### src/rtl/core/eqrs_pkg.sv
// Package: shared types, constants and controller states for the QRS detector.
`timescale 1ns / 1ps
package eqrs_pkg;
  localparam int SAMPLE_WIDTH_DEF = 16;
  localparam int FRAC_BITS_DEF    = 20;
  localparam logic [15:0] VPL_RESET = 16'd16777;
  localparam logic [63:0] HOLDOFF_NS = 64'd300000000;
  localparam logic [63:0] GAP_MAX_NS = 64'd2000000000;
  localparam logic [63:0] BPM_NUM    = 64'd15360000000000;
  localparam logic [15:0] RATE_LOW   = 16'd7680;
  localparam logic [15:0] RATE_HIGH  = 16'd61440;
  localparam int CFG_VPL = 0;
  localparam int CFG_LDE = 1;

  typedef enum logic [3:0] {
    ST_IDLE, ST_SCALE, ST_BASE, ST_BASE2, ST_HP, ST_THR, ST_PEAK, ST_DIV, ST_OUT
  } state_t;

  typedef struct packed {
    logic scale;
    logic base;
    logic base2;
    logic hp;
    logic thr;
    logic peak;
    logic div_start;
    logic div_step;
    logic finish;
  } cmd_t;

  typedef struct packed {
    logic ok;
    logic div_needed;
    logic div_done;
  } sts_t;
endpackage

### src/rtl/core/eqrs_ctrl.sv
// Controller: sequences the datapath steps for one sample.
`timescale 1ns / 1ps
module eqrs_ctrl (
  input  logic clk,
  input  logic rst_n,
  input  logic in_fire,
  input  logic out_busy,
  input  eqrs_pkg::sts_t sts,
  output eqrs_pkg::cmd_t cmd,
  output logic idle
);
  import eqrs_pkg::*;
  state_t state_r, state_nxt;

  always_ff @(posedge clk) begin
    if (!rst_n) state_r <= ST_IDLE;
    else state_r <= state_nxt;
  end

  always_comb begin
    state_nxt = state_r;
    cmd = '0;
    idle = (state_r == ST_IDLE);
    case (state_r)
      ST_IDLE: if (in_fire) state_nxt = ST_SCALE;
      ST_SCALE: begin
        cmd.scale = 1'b1;
        state_nxt = sts.ok ? ST_BASE : ST_OUT;
      end
      ST_BASE:  begin cmd.base = 1'b1;  state_nxt = ST_BASE2; end
      ST_BASE2: begin cmd.base2 = 1'b1; state_nxt = ST_HP; end
      ST_HP:    begin cmd.hp = 1'b1;    state_nxt = ST_PEAK; end
      // peak test sees the threshold and previous high-pass of the last sample
      ST_PEAK: begin
        cmd.peak = 1'b1;
        cmd.div_start = sts.div_needed;
        state_nxt = ST_THR;
      end
      ST_THR: begin
        cmd.thr = 1'b1;
        state_nxt = sts.div_done ? ST_OUT : ST_DIV;
      end
      ST_DIV: begin
        cmd.div_step = 1'b1;
        if (sts.div_done) state_nxt = ST_OUT;
      end
      ST_OUT: if (!out_busy) begin
        cmd.finish = 1'b1;
        state_nxt = ST_IDLE;
      end
      default: state_nxt = ST_IDLE;
    endcase
  end
endmodule

### src/rtl/core/eqrs_dp.sv
// Datapath: scaling, lead-off status, baseline, high-pass, threshold, quality, peak timing and rate divider.
`timescale 1ns / 1ps
module eqrs_dp #(
  parameter int SAMPLE_WIDTH = eqrs_pkg::SAMPLE_WIDTH_DEF,
  parameter int FRAC_BITS    = eqrs_pkg::FRAC_BITS_DEF
) (
  input  logic clk,
  input  logic rst_n,
  input  logic in_fire,
  input  logic signed [SAMPLE_WIDTH-1:0] raw_sample,
  input  logic adc_read_ok,
  input  logic [63:0] sample_time,
  input  logic lead_off_minus,
  input  logic lead_off_plus,
  input  logic lead_read_ok,
  input  logic [15:0] volt_per_lsb,
  input  logic lead_detect_enable,
  input  eqrs_pkg::cmd_t cmd,
  output eqrs_pkg::sts_t sts,
  output logic [15:0] heart_rate,
  output logic [15:0] quality,
  output logic rate_valid,
  output logic leads_connected
);
  import eqrs_pkg::*;
  localparam int SH = 28 - FRAC_BITS;
  localparam int PW = SAMPLE_WIDTH + 17;
  localparam logic signed [63:0] V_50TH = (64'sd1 <<< FRAC_BITS) / 50 +
    (((64'sd1 <<< FRAC_BITS) % 50) >= 25 ? 1 : 0);
  localparam logic signed [63:0] V_1P5 = (64'sd3 <<< FRAC_BITS) / 2 +
    (((64'sd3 <<< FRAC_BITS) % 2) >= 1 ? 1 : 0);
  localparam logic signed [31:0] THR_RST = 32'(((64'sd1 <<< FRAC_BITS) + 2) / 5);
  localparam logic signed [63:0] V_TEN = ((64'sd1 <<< FRAC_BITS) + 5) / 10;

  function automatic logic signed [31:0] sat32(input logic signed [63:0] v);
    if (v > 64'sd2147483647) return 32'sd2147483647;
    if (v < -64'sd2147483647) return -32'sd2147483647;
    return v[31:0];
  endfunction

  // round to nearest, ties up: (v + half) >>> s
  function automatic logic signed [63:0] rnd(input logic signed [63:0] v, input int s);
    return (v + (64'sd1 <<< (s - 1))) >>> s;
  endfunction

  logic signed [SAMPLE_WIDTH-1:0] raw_r;
  logic ok_r, lmin_r, lplus_r, lok_r;
  logic [63:0] t_r;
  logic signed [31:0] base_r, prev_r, thr_r, volts_r, hp_r;
  logic signed [63:0] diff_r;
  logic [63:0] last_r;
  logic [15:0] rate_r, qual_r;
  logic leads_r, valid_r;
  logic [63:0] rem_r, dsh_r;
  logic [15:0] quo_r, quo_nxt;
  logic [4:0] cnt_r;

  logic signed [PW-1:0] prod;
  logic signed [63:0] amp, tgt, bl;
  logic [63:0] gap;
  logic peak, in_band, div_ge;
  logic [15:0] q_nxt;

  assign prod = PW'(raw_r) * $signed({1'b0, volt_per_lsb});
  assign gap = t_r - last_r;
  assign peak = (hp_r > thr_r) && (hp_r > prev_r) && ((last_r == 64'd0) || gap > HOLDOFF_NS);
  assign in_band = (last_r != 64'd0) && gap > HOLDOFF_NS && gap < GAP_MAX_NS;
  assign amp = hp_r[31] ? -64'(hp_r) : 64'(hp_r);
  assign bl = (base_r == 32'sd0) ? 64'(volts_r) : 64'(base_r);
  assign div_ge = (rem_r >= dsh_r);
  assign quo_nxt = {quo_r[14:0], div_ge};

  always_comb begin
    tgt = rnd(amp * 64'sd29491, 14);
    if (tgt > 64'sd2147483647) tgt = 64'sd2147483647;
    if (tgt < V_TEN) tgt = V_TEN;
    if (amp < V_50TH) q_nxt = 16'd0;
    else if (amp < V_TEN) q_nxt = 16'(rnd(amp * 64'sd327680, FRAC_BITS));
    else if (amp <= V_1P5) q_nxt = 16'd32768;
    else q_nxt = 16'd0;
  end

  assign sts.ok = ok_r;
  assign sts.div_needed = peak && in_band;
  assign sts.div_done = (cnt_r == 5'd0);

  always_ff @(posedge clk) begin
    if (!rst_n) begin
      base_r <= '0; prev_r <= '0; thr_r <= THR_RST; last_r <= '0;
      rate_r <= '0; leads_r <= 1'b1; qual_r <= '0; valid_r <= 1'b0; cnt_r <= '0;
    end else begin
      if (in_fire) begin
        raw_r <= raw_sample; ok_r <= adc_read_ok; t_r <= sample_time;
        lmin_r <= lead_off_minus; lplus_r <= lead_off_plus; lok_r <= lead_read_ok;
        valid_r <= 1'b0;
      end
      if (cmd.scale) begin
        volts_r <= sat32(rnd(64'(prod), SH));
        if (ok_r && lead_detect_enable) leads_r <= lok_r && !lmin_r && !lplus_r;
      end
      if (cmd.base) begin
        base_r <= bl[31:0];
        diff_r <= (64'(volts_r) - bl) * 64'sd131;
      end
      if (cmd.base2) base_r <= sat32(64'(base_r) + rnd(diff_r, 16));
      if (cmd.hp) hp_r <= sat32(64'(volts_r) - 64'(base_r));
      if (cmd.peak && peak) last_r <= t_r;
      if (cmd.thr) begin
        thr_r <= sat32(rnd(64'(thr_r) * 64'sd64881 + tgt * 64'sd655, 16));
        qual_r <= q_nxt;
        prev_r <= hp_r;
      end
      // rate = (num + gap/2) / gap; gap lies in (0.3 s, 2 s) so 16 quotient bits suffice
      if (cmd.div_start) begin
        rem_r <= BPM_NUM + (gap >> 1);
        dsh_r <= gap << 15;
        quo_r <= '0;
        cnt_r <= 5'd16;
      end
      // restoring divide, one quotient bit a cycle
      if (cmd.div_step && cnt_r != 5'd0) begin
        if (div_ge) rem_r <= rem_r - dsh_r;
        dsh_r <= dsh_r >> 1;
        quo_r <= quo_nxt;
        cnt_r <= cnt_r - 5'd1;
        if (cnt_r == 5'd1) rate_r <= quo_nxt;
      end
      if (cmd.finish) valid_r <= ok_r && qual_r != 16'd0 && rate_r >= RATE_LOW &&
        rate_r <= RATE_HIGH && (!lead_detect_enable || (lok_r && leads_r));
    end
  end

  assign heart_rate = rate_r;
  assign quality = qual_r;
  assign rate_valid = valid_r;
  assign leads_connected = leads_r;
endmodule

### src/rtl/core/ecg_qrs_heart_rate_detector.sv
// Top level of the ECG QRS peak and heart-rate detector.
// One sample per transfer, one result per sample. After an input transfer the
// controller steps through scale multiply, two baseline steps, high-pass, peak
// test, threshold update and, when a new rate is formed, the divider, which forms
// the 16 quotient bits one at a time; a failed converter read goes from the scale
// step straight to the output. in_tready is high only while the controller is idle
// and no result waits, so the block takes no new sample until the last result has
// been taken. Configuration registers are written through cfg_*; the user must
// write them only while the block is idle, as the block itself does not enforce it.
`timescale 1ns / 1ps
module ecg_qrs_heart_rate_detector #(
  parameter int SAMPLE_WIDTH = eqrs_pkg::SAMPLE_WIDTH_DEF,
  parameter int FRAC_BITS    = eqrs_pkg::FRAC_BITS_DEF
) (
  input  logic clk,
  input  logic rst_n,
  input  logic in_tvalid,
  output logic in_tready,
  // tdata: raw_sample, adc_read_ok, sample_time, lead_off_minus, lead_off_plus, lead_read_ok
  input  logic [((SAMPLE_WIDTH + 68 + 7) / 8) * 8 - 1:0] in_tdata,
  output logic out_tvalid,
  input  logic out_tready,
  // tdata: heart_rate, quality, rate_valid, leads_connected
  output logic [39:0] out_tdata,
  input  logic cfg_we,
  input  logic [0:0] cfg_index,
  input  logic [15:0] cfg_wdata
);
  import eqrs_pkg::*;
  localparam int S = SAMPLE_WIDTH;
  cmd_t cmd;
  sts_t sts;
  logic idle, in_fire;
  logic [15:0] vpl_r, hr, q;
  logic lde_r, rv, lc;

  always_ff @(posedge clk) begin
    if (!rst_n) begin
      vpl_r <= VPL_RESET; lde_r <= 1'b0; out_tvalid <= 1'b0;
    end else begin
      if (cfg_we && cfg_index == 1'(CFG_VPL)) vpl_r <= cfg_wdata;
      if (cfg_we && cfg_index == 1'(CFG_LDE)) lde_r <= cfg_wdata[0];
      if (out_tvalid && out_tready) out_tvalid <= 1'b0;
      if (cmd.finish) out_tvalid <= 1'b1;
    end
  end

  // result fields live in the datapath registers, so hold input until it is taken
  assign in_tready = idle && !out_tvalid;
  assign in_fire = in_tvalid && in_tready;
  assign out_tdata = {6'd0, lc, rv, q, hr};

  eqrs_ctrl u_ctrl (
    .clk, .rst_n, .in_fire, .out_busy(out_tvalid && !out_tready), .sts, .cmd, .idle
  );

  eqrs_dp #(.SAMPLE_WIDTH(SAMPLE_WIDTH), .FRAC_BITS(FRAC_BITS)) u_dp (
    .clk, .rst_n, .in_fire,
    .raw_sample(in_tdata[S-1:0]), .adc_read_ok(in_tdata[S]),
    .sample_time(in_tdata[S+64:S+1]), .lead_off_minus(in_tdata[S+65]),
    .lead_off_plus(in_tdata[S+66]), .lead_read_ok(in_tdata[S+67]),
    .volt_per_lsb(vpl_r), .lead_detect_enable(lde_r), .cmd, .sts,
    .heart_rate(hr), .quality(q), .rate_valid(rv), .leads_connected(lc)
  );
endmodule

### config.mk
export PLATFORM = sky130hd
export DESIGN_NAME = ecg_qrs_heart_rate_detector
export DESIGN_NICKNAME = d
export VERILOG_FILES = /design/src/rtl/core/eqrs_pkg.sv /design/src/rtl/core/eqrs_ctrl.sv /design/src/rtl/core/eqrs_dp.sv /design/src/rtl/core/ecg_qrs_heart_rate_detector.sv
export SDC_FILE = /design/constraint.sdc
export NUM_CORES = 2
export LEC_CHECK = 0
export BUFFER_PORTS_ARGS = -buffer_cell sky130_fd_sc_hd__buf_2
export CAP_MARGIN = 20
export CORE_MARGIN = 2
export CORE_UTILIZATION = 45
export DETAILED_ROUTE_END_ITERATION = 8
export GPL_TIMING_DRIVEN = 1
export PLACE_DENSITY = 0.63
export SYNTH_ARGS = -nofsm -noshare
export SYNTH_HDL_FRONTEND = slang
export SYNTH_SLANG_ARGS = --single-unit
### constraint.sdc
create_clock -name clk -period 50.9 [get_ports clk]
set_clock_uncertainty 0.1 [all_clocks]
set_input_delay 7.635 -clock clk [delete_from_list [all_inputs] [get_ports clk]]
set_output_delay 7.635 -clock clk [all_outputs]
set_load 0.01 [all_outputs]
## Yosys cells after proc, flatten, opt, wreduce, memory -nomap -nowiden

Cells that the tools add are included.

- Multiplexer cells: 81
- Bitwise logic cells: 1
- Add/subtract/negate cells: 14
- Reduce and logical (&&, ||, !) cells: 47
- Equal/unequal tests: 12
- $lt $le $gt $ge: 20
- $mul: 6

Operators with widths:

| kind | number |
|---|---|
| 32-bit two-way mux | 18 |
| 64-bit two-way mux | 8 |
| 64-bit by 17-bit adder with 64-bit output, second input constant | 2 |
| 64-bit by 32-bit > comparator with 1-bit output, second input constant | 2 |
| 64-bit by 18-bit less-than comparator with 1-bit output, second input constant | 2 |
| 64-bit by 32-bit less-than comparator with 1-bit output, second input constant | 2 |
| 64-bit subtractor | 2 |
| 44-bit by 63-bit adder with 64-bit output, first input constant | 1 |
| 64-bit by 15-bit adder with 64-bit output, second input constant | 1 |
| 64-bit adder | 1 |
| 64-bit >= comparator | 1 |
| 32-bit > comparator | 2 |
| 64-bit by 29-bit > comparator with 1-bit output, second input constant | 1 |
| 64-bit by 22-bit less-or-equal comparator with 1-bit output, second input constant | 1 |
| 64-bit zero test | 1 |
| 64-bit by 16-bit less-than comparator with 1-bit output, second input constant | 1 |
| 64-bit by 31-bit less-than comparator with 1-bit output, second input constant | 1 |
| 64-bit by 11-bit multiplier with 64-bit output, second input constant | 1 |
| 64-bit by 16-bit multiplier with 64-bit output, second input constant | 1 |
| 64-bit by 4-bit multiplier with 20-bit output, second input constant | 1 |
| 64-bit by 9-bit multiplier with 64-bit output, second input constant | 1 |
| 32-bit negation with 64-bit output | 1 |
| 64-bit nonzero test | 1 |
| 32-bit by 64-bit subtractor with 64-bit output | 1 |
| other kinds (41) | 127 |

- Input bits: 110
- Output and inout bits: 42
- Bits in registers: 576
- Word-level logic and storage cells: 207

## Logic depth before layout (Yosys ltp)

- Word-level depth: 20
- Mapped depth: 67

## Hierarchy

From an unflattened synthesis, not the netlist that was laid out.

- Cells, all modules: 10425
- Area total of the unflattened synthesis: 93355.8 µm²

Modules (own cells, without submodules):

| module | area each (µm²) | cells each | instances | seq. area each (µm²) |
|---|---|---|---|---|
| eqrs_dp | 92231.0 | 10297 | 1 | 14043.5 |
| ecg_qrs_heart_rate_detector | 814.5 | 89 | 1 | 360.3 |
| eqrs_ctrl | 310.3 | 39 | 1 | 80.1 |

## Worst setup path after synthesis

No wires, ideal clock.

- Kind: reg-to-reg
- From: register u_dp.hp_r[6]
- To: register u_dp.thr_r[25]
- Arrival: 15.857 ns
- Buffers on the path: 4
- Path slack: 34.857 ns
- Cell stages (with the launch flop): 56
- Library setup time: 0.086 ns
- Cells stage by stage: edfxtp_1 -> or4_1 -> or4_1 -> or4_1 -> or4_1 -> o31ai_1 -> xnor2_1 -> ha_1 -> fa_1 -> fa_1 -> fa_1 -> fa_1 -> inv_1 -> fa_1 -> inv_1 -> ha_1 -> clkbuf_1 -> a21o_1 -> [20 not listed] -> fa_1 -> inv_1 -> ha_1 -> a21o_1 -> a21o_1 -> a21o_1 -> o21ba_2 -> o31a_1 -> o2111a_1 -> o2111a_1 -> a311oi_1 -> nor3b_1 -> nand4_1 -> a2111o_1 -> nand2_1 -> o21ai_2 -> clkbuf_1 -> a211oi_1

- Cells in the longest elaborated chain, start to end: 18

RTL lines:

| item | line | RTL |
|---|---|---|
| start: declaration | eqrs_dp.sv:49 | `logic signed [31:0] base_r, prev_r, thr_r, volts_r, hp_r;` |
| start signal: assignment | eqrs_dp.sv:106 | `if (cmd.hp) hp_r <= sat32(64'(volts_r) - 64'(base_r));` |
| 32-bit negation with 64-bit output | eqrs_dp.sv:68 | `assign amp = hp_r[31] ? -64'(hp_r) : 64'(hp_r);` |
| 64-bit two-way mux * | eqrs_dp.sv:68 |  |
| 64-bit by 16-bit multiplier with 64-bit output * | eqrs_dp.sv:74 | `tgt = rnd(amp * 64'sd29491, 14);` |
| 64-bit by 15-bit adder with 64-bit output * | eqrs_dp.sv:43 | `return (v + (64'sd1 <<< (s - 1))) >>> s;` |
| 50-bit by 32-bit > comparator with 1-bit output | eqrs_dp.sv:75 | `if (tgt > 64'sd2147483647) tgt = 64'sd2147483647;` |
| 64-bit two-way mux * | eqrs_dp.sv:75 |  |
| 64-bit by 18-bit less-than comparator with 1-bit output | eqrs_dp.sv:76 | `if (tgt < V_TEN) tgt = V_TEN;` |
| 64-bit two-way mux * | eqrs_dp.sv:76 |  |
| 64-bit by 11-bit multiplier with 64-bit output * | eqrs_dp.sv:109 | `thr_r <= sat32(rnd(64'(thr_r) * 64'sd64881 + tgt * 64'sd655, 16));` |
| 64-bit adder * | eqrs_dp.sv:109 |  |
| 64-bit by 17-bit adder with 64-bit output * | eqrs_dp.sv:43 |  |
| 48-bit by 32-bit less-than comparator with 1-bit output | eqrs_dp.sv:37 | `if (v < -64'sd2147483647) return -32'sd2147483647;` |
| 1-bit two-way mux (2 in series) | eqrs_dp.sv:37 |  |
| 1-bit two-way mux | eqrs_dp.sv:108 | `if (cmd.thr) begin` |
| 1-bit two-way mux | eqrs_dp.sv:88 | `if (!rst_n) begin` |
| 32-bit two-way mux | eqrs_dp.sv:38 | `return v[31:0];` |
| 32-bit two-way mux * | eqrs_dp.sv:37 |  |
| end signal: assignment | eqrs_dp.sv:109 |  |
| end: declaration | eqrs_dp.sv:49 |  |

Every way passes the cells marked *; elsewhere a longest branch is shown, timed or not. The select of a mux whose other input is x is not followed.
A chain may end at the register's enable or synchronous reset.

## Final worst setup path

- From: register u_dp.hp_r[0]
- To: register u_dp.thr_r[19]

Same word-level chain as after synthesis.

==> results.py <==
metrics = {
    "run_status": {
        "outcome": "finished with violations",
        "violations": "max-slew violations",
    },
    "place": {
        "preCtsSetupSlack_ns": 30.59,
        "place_inst": 13100,
        "port_buffers": 141,
        "gp_congestion": 0.946,
        "dp_hpwl_mm": 211,
    },
    "grt": {
        "grt_pass1_vias": 74100,
        "grt_first_pass_wirelength_mm": 402,
        "track_usage_pct": 23.8,
        "use_met1_pct": 32.3,
        "grt.met2_usage_pct": 40.2,
        "grtUsageMet3_pct": 2.19,
        "grt_max_degree": 76,
        "antenna_found_initial": 3,
        "gr-total-overflow": 0,
        "top_usage_layer": "met2",
    },
    "cells_and_area": {
        "multi_input_area_um2": 70600,
        "nNetsFinal": 13100,
        "syn2layout_area_growth_pct": 7.15,
        "nFillCells": 19600,
        "post_route_cells_drive_above_1_share_pct": 4.12,
        "regArea_um2": 14500,
        "final_cells": 13200,
    },
    "clock_network": {
        "ctsResizeCount": 0,
        "post_cts.repair.setup_buffers": 0,
        "cts_tree": "done",
        "cts_root_buf": "clkbuf_16",
        "clkTransAtPathRegs_ns": 0.06,
        "htree_levels": 3,
        "cts_sinks": 556,
        "cts_buffer_depth": 3,
        "clk_latency_ns": 0.70,
        "cts_hold_buf": 0,
        "cts_buffers": 68,
    },
    "detailed_routing": {
        "wl_per_cell_um": 18.9,
        "viasPerCell": 5.47,
        "postRouteAntennaNets": 0,
        "wl_mm": 249,
        "drt_iter0_drc": 4689,
        "num_vias": 72300,
        "drcViolationCount": 0,
        "first_pass_iters": 6,
    },
    "worst_setup_path": {
        "cp_slowest_cell": "nand2_1",
        "arrival_ns": 20.96,
        "reg2reg_to": "u_dp.thr_r[19]",
        "path_max_fanout": 21,
        "startpoint_type": "flip-flop",
        "rrSetupSlack_ns": 30.37,
        "crit_path_end_kind": "flip-flop",
        "r2r_cells": 60,
        "max_stage_delay_ns": 0.72,
        "crit_required_ns": 51.33,
        "crit_type": "reg -> reg",
        "r2r_start": "u_dp.hp_r[0]",
    },
    "synthesis": {
        "synth.top_cell.area_share_pct": 24.4,
        "syn_area_per_cell_um2": 9.06,
        "async_reset_ff_share_pct": 0,
        "synth_edf_count": 335,
        "syn_inst": 10300,
        "ys_ff_latch": 556,
        "ys.flop_type": "edfxtp_1",
        "ys_seq_area_share_pct": 15.5,
        "post-synth-top-count-cell": "inv_1",
        "yosys-top-cells-count": "inv_1, ha_1, fa_1",
        "synth_largest_area_cell": "fa_1",
        "syn_area_um2": 93200,
        "ys_warn_count": 0,
        "yosys-top-cells-area": "fa_1, ha_1, edfxtp_1",
        "synth.distinct_cells": 101,
    },
    "sta": {
        "max_slew_margin_pct": -70.7,
        "fmax_mhz": 48.7,
        "slew_violations": 7,
        "min_period_over_period_pct": 40.3,
        "rsz0062_at_grt": "false",
        "worst_slew_pin_slew_ns": 2.54,
        "tns_ns": 0,
        "hold_viol": 0,
        "hold_slack_ns": 0.354,
        "post-route-min-period_ns": 20.53,
        "setup_viol": 0,
        "worst_slack_ns": 30.37,
    },
    "die": {
        "start_util_pct": 45.2,
        "die_y_um": 459,
        "die_width_um": 459,
        "rows": 167,
        "die_area_um2": 211000,
        "core_area_um2": 206000,
        "ios": 152,
    },
    "hold_path": {
        "min_from": "u_dp.prev_r[19]",
        "hp-class": "reg -> reg",
        "min_path_cells": 2,
        "min_to": "u_dp.prev_r[19]",
    },
    "job": {
        "maxCapViolations": 0,
    },
}
## worst max path at each step
| stage | start | to | slack [ns] |
|---|---|---|---|
| after CTS | u_dp.hp_r[0] | u_dp.thr_r[10] | 30.56 |
| after global placement | u_dp.hp_r[0] | u_dp.thr_r[10] | 30.75 |
| final | u_dp.hp_r[0] | u_dp.thr_r[19] | 30.37 |
| after global routing | u_dp.hp_r[0] | u_dp.thr_r[10] | 29.33 |
| after floorplan | u_dp.hp_r[6] | u_dp.thr_r[25] | 34.86 |
| after detailed placement | u_dp.hp_r[0] | u_dp.thr_r[10] | 30.59 |
## worst max-delay path: cells and delay by family (launching register included)
kind,cells,cell delay (ns)
and+or+nand+nor,18,6.21
buffers and inverters,11,1.73
DFF,1,0.66
AOI/OAI and AO/OA,13,3.95
adders and majority gates,15,6.50
xor gates and xnor gates,3,1.17
## layout make-up
type                            count  area share [%]
Antenna cell                        1         0.00251
Clock buffer                       88            1.93
Clock inverter                     38           0.501
Inverter                         2051            7.71
Multi-Input combinational cell   7564            70.7
Sequential cell                   556            14.5
Tap cell                         2704            3.39
Timing Repair Buffer              217            1.30
## placed cells by master (no fill, tap or decap), types with 75 or more instances in the layout
cell	n
xnor2_1	338
edfxtp_1	335
xor2_1	187
conb_1	159
nand4_1	117
ha_1	1426
dfxtp_1	221
and3_1	75
nand2_1	715
fa_1	1134
buf_4	75
o21ai_0	386
inv_1	2048
a21o_1	255
o31ai_1	96
nand3_1	222
nor2_1	394
a21oi_1	649
nor3_1	102
and2_1	153
nand2b_1	90
o21a_1	87
buf_2	140
## per-layer routing
layer | share of wire [%] | vias to the layer above
met5 | 0 | -
met4 | 3.2 | 0
met3 | 4.8 | 295
met2 | 47 | 1701
met1 | 45 | 35700
li1 | - | 34600
## through the flow
step	instance area, um2	utilization [%]
after floorplan	93800	-
after global placement	97400	47.2
after detailed placement	97400	47.2
after CTS	99900	48.4
after global routing	99900	48.4
final	99900	48.4
## cell families after synthesis
group | synth area share, %
compound gates | 14.0
xor+xnor | 4.96
fa+ha+maj | 43.8
buf+inv | 9.47
flops | 15.5
mux | 0.635
other cells | 0.00806
simple gates | 11.6
## state kept, by name (all words and copies together), names as in the netlist, 4 cells and up
| register | count |
|---|---|
| u_dp.dsh_r | 64 |
| u_dp.last_r | 64 |
| u_dp.rem_r | 64 |
| u_dp.t_r | 64 |
| u_dp.diff_r | 49 |
| u_dp.base_r | 32 |
| u_dp.hp_r | 32 |
| u_dp.prev_r | 32 |
| u_dp.thr_r | 32 |
| u_dp.volts_r | 27 |
| u_dp.heart_rate | 16 |
| u_dp.quality | 16 |
| u_dp.raw_r | 16 |
| vpl_r | 16 |
| u_dp.quo_r | 15 |
| u_dp.cnt_r | 5 |
| u_ctrl.state_r | 4 |
Power is left out: the tool's default activity adds up to more than one toggle a clock period on the data nets, which glitch-free logic cannot reach.
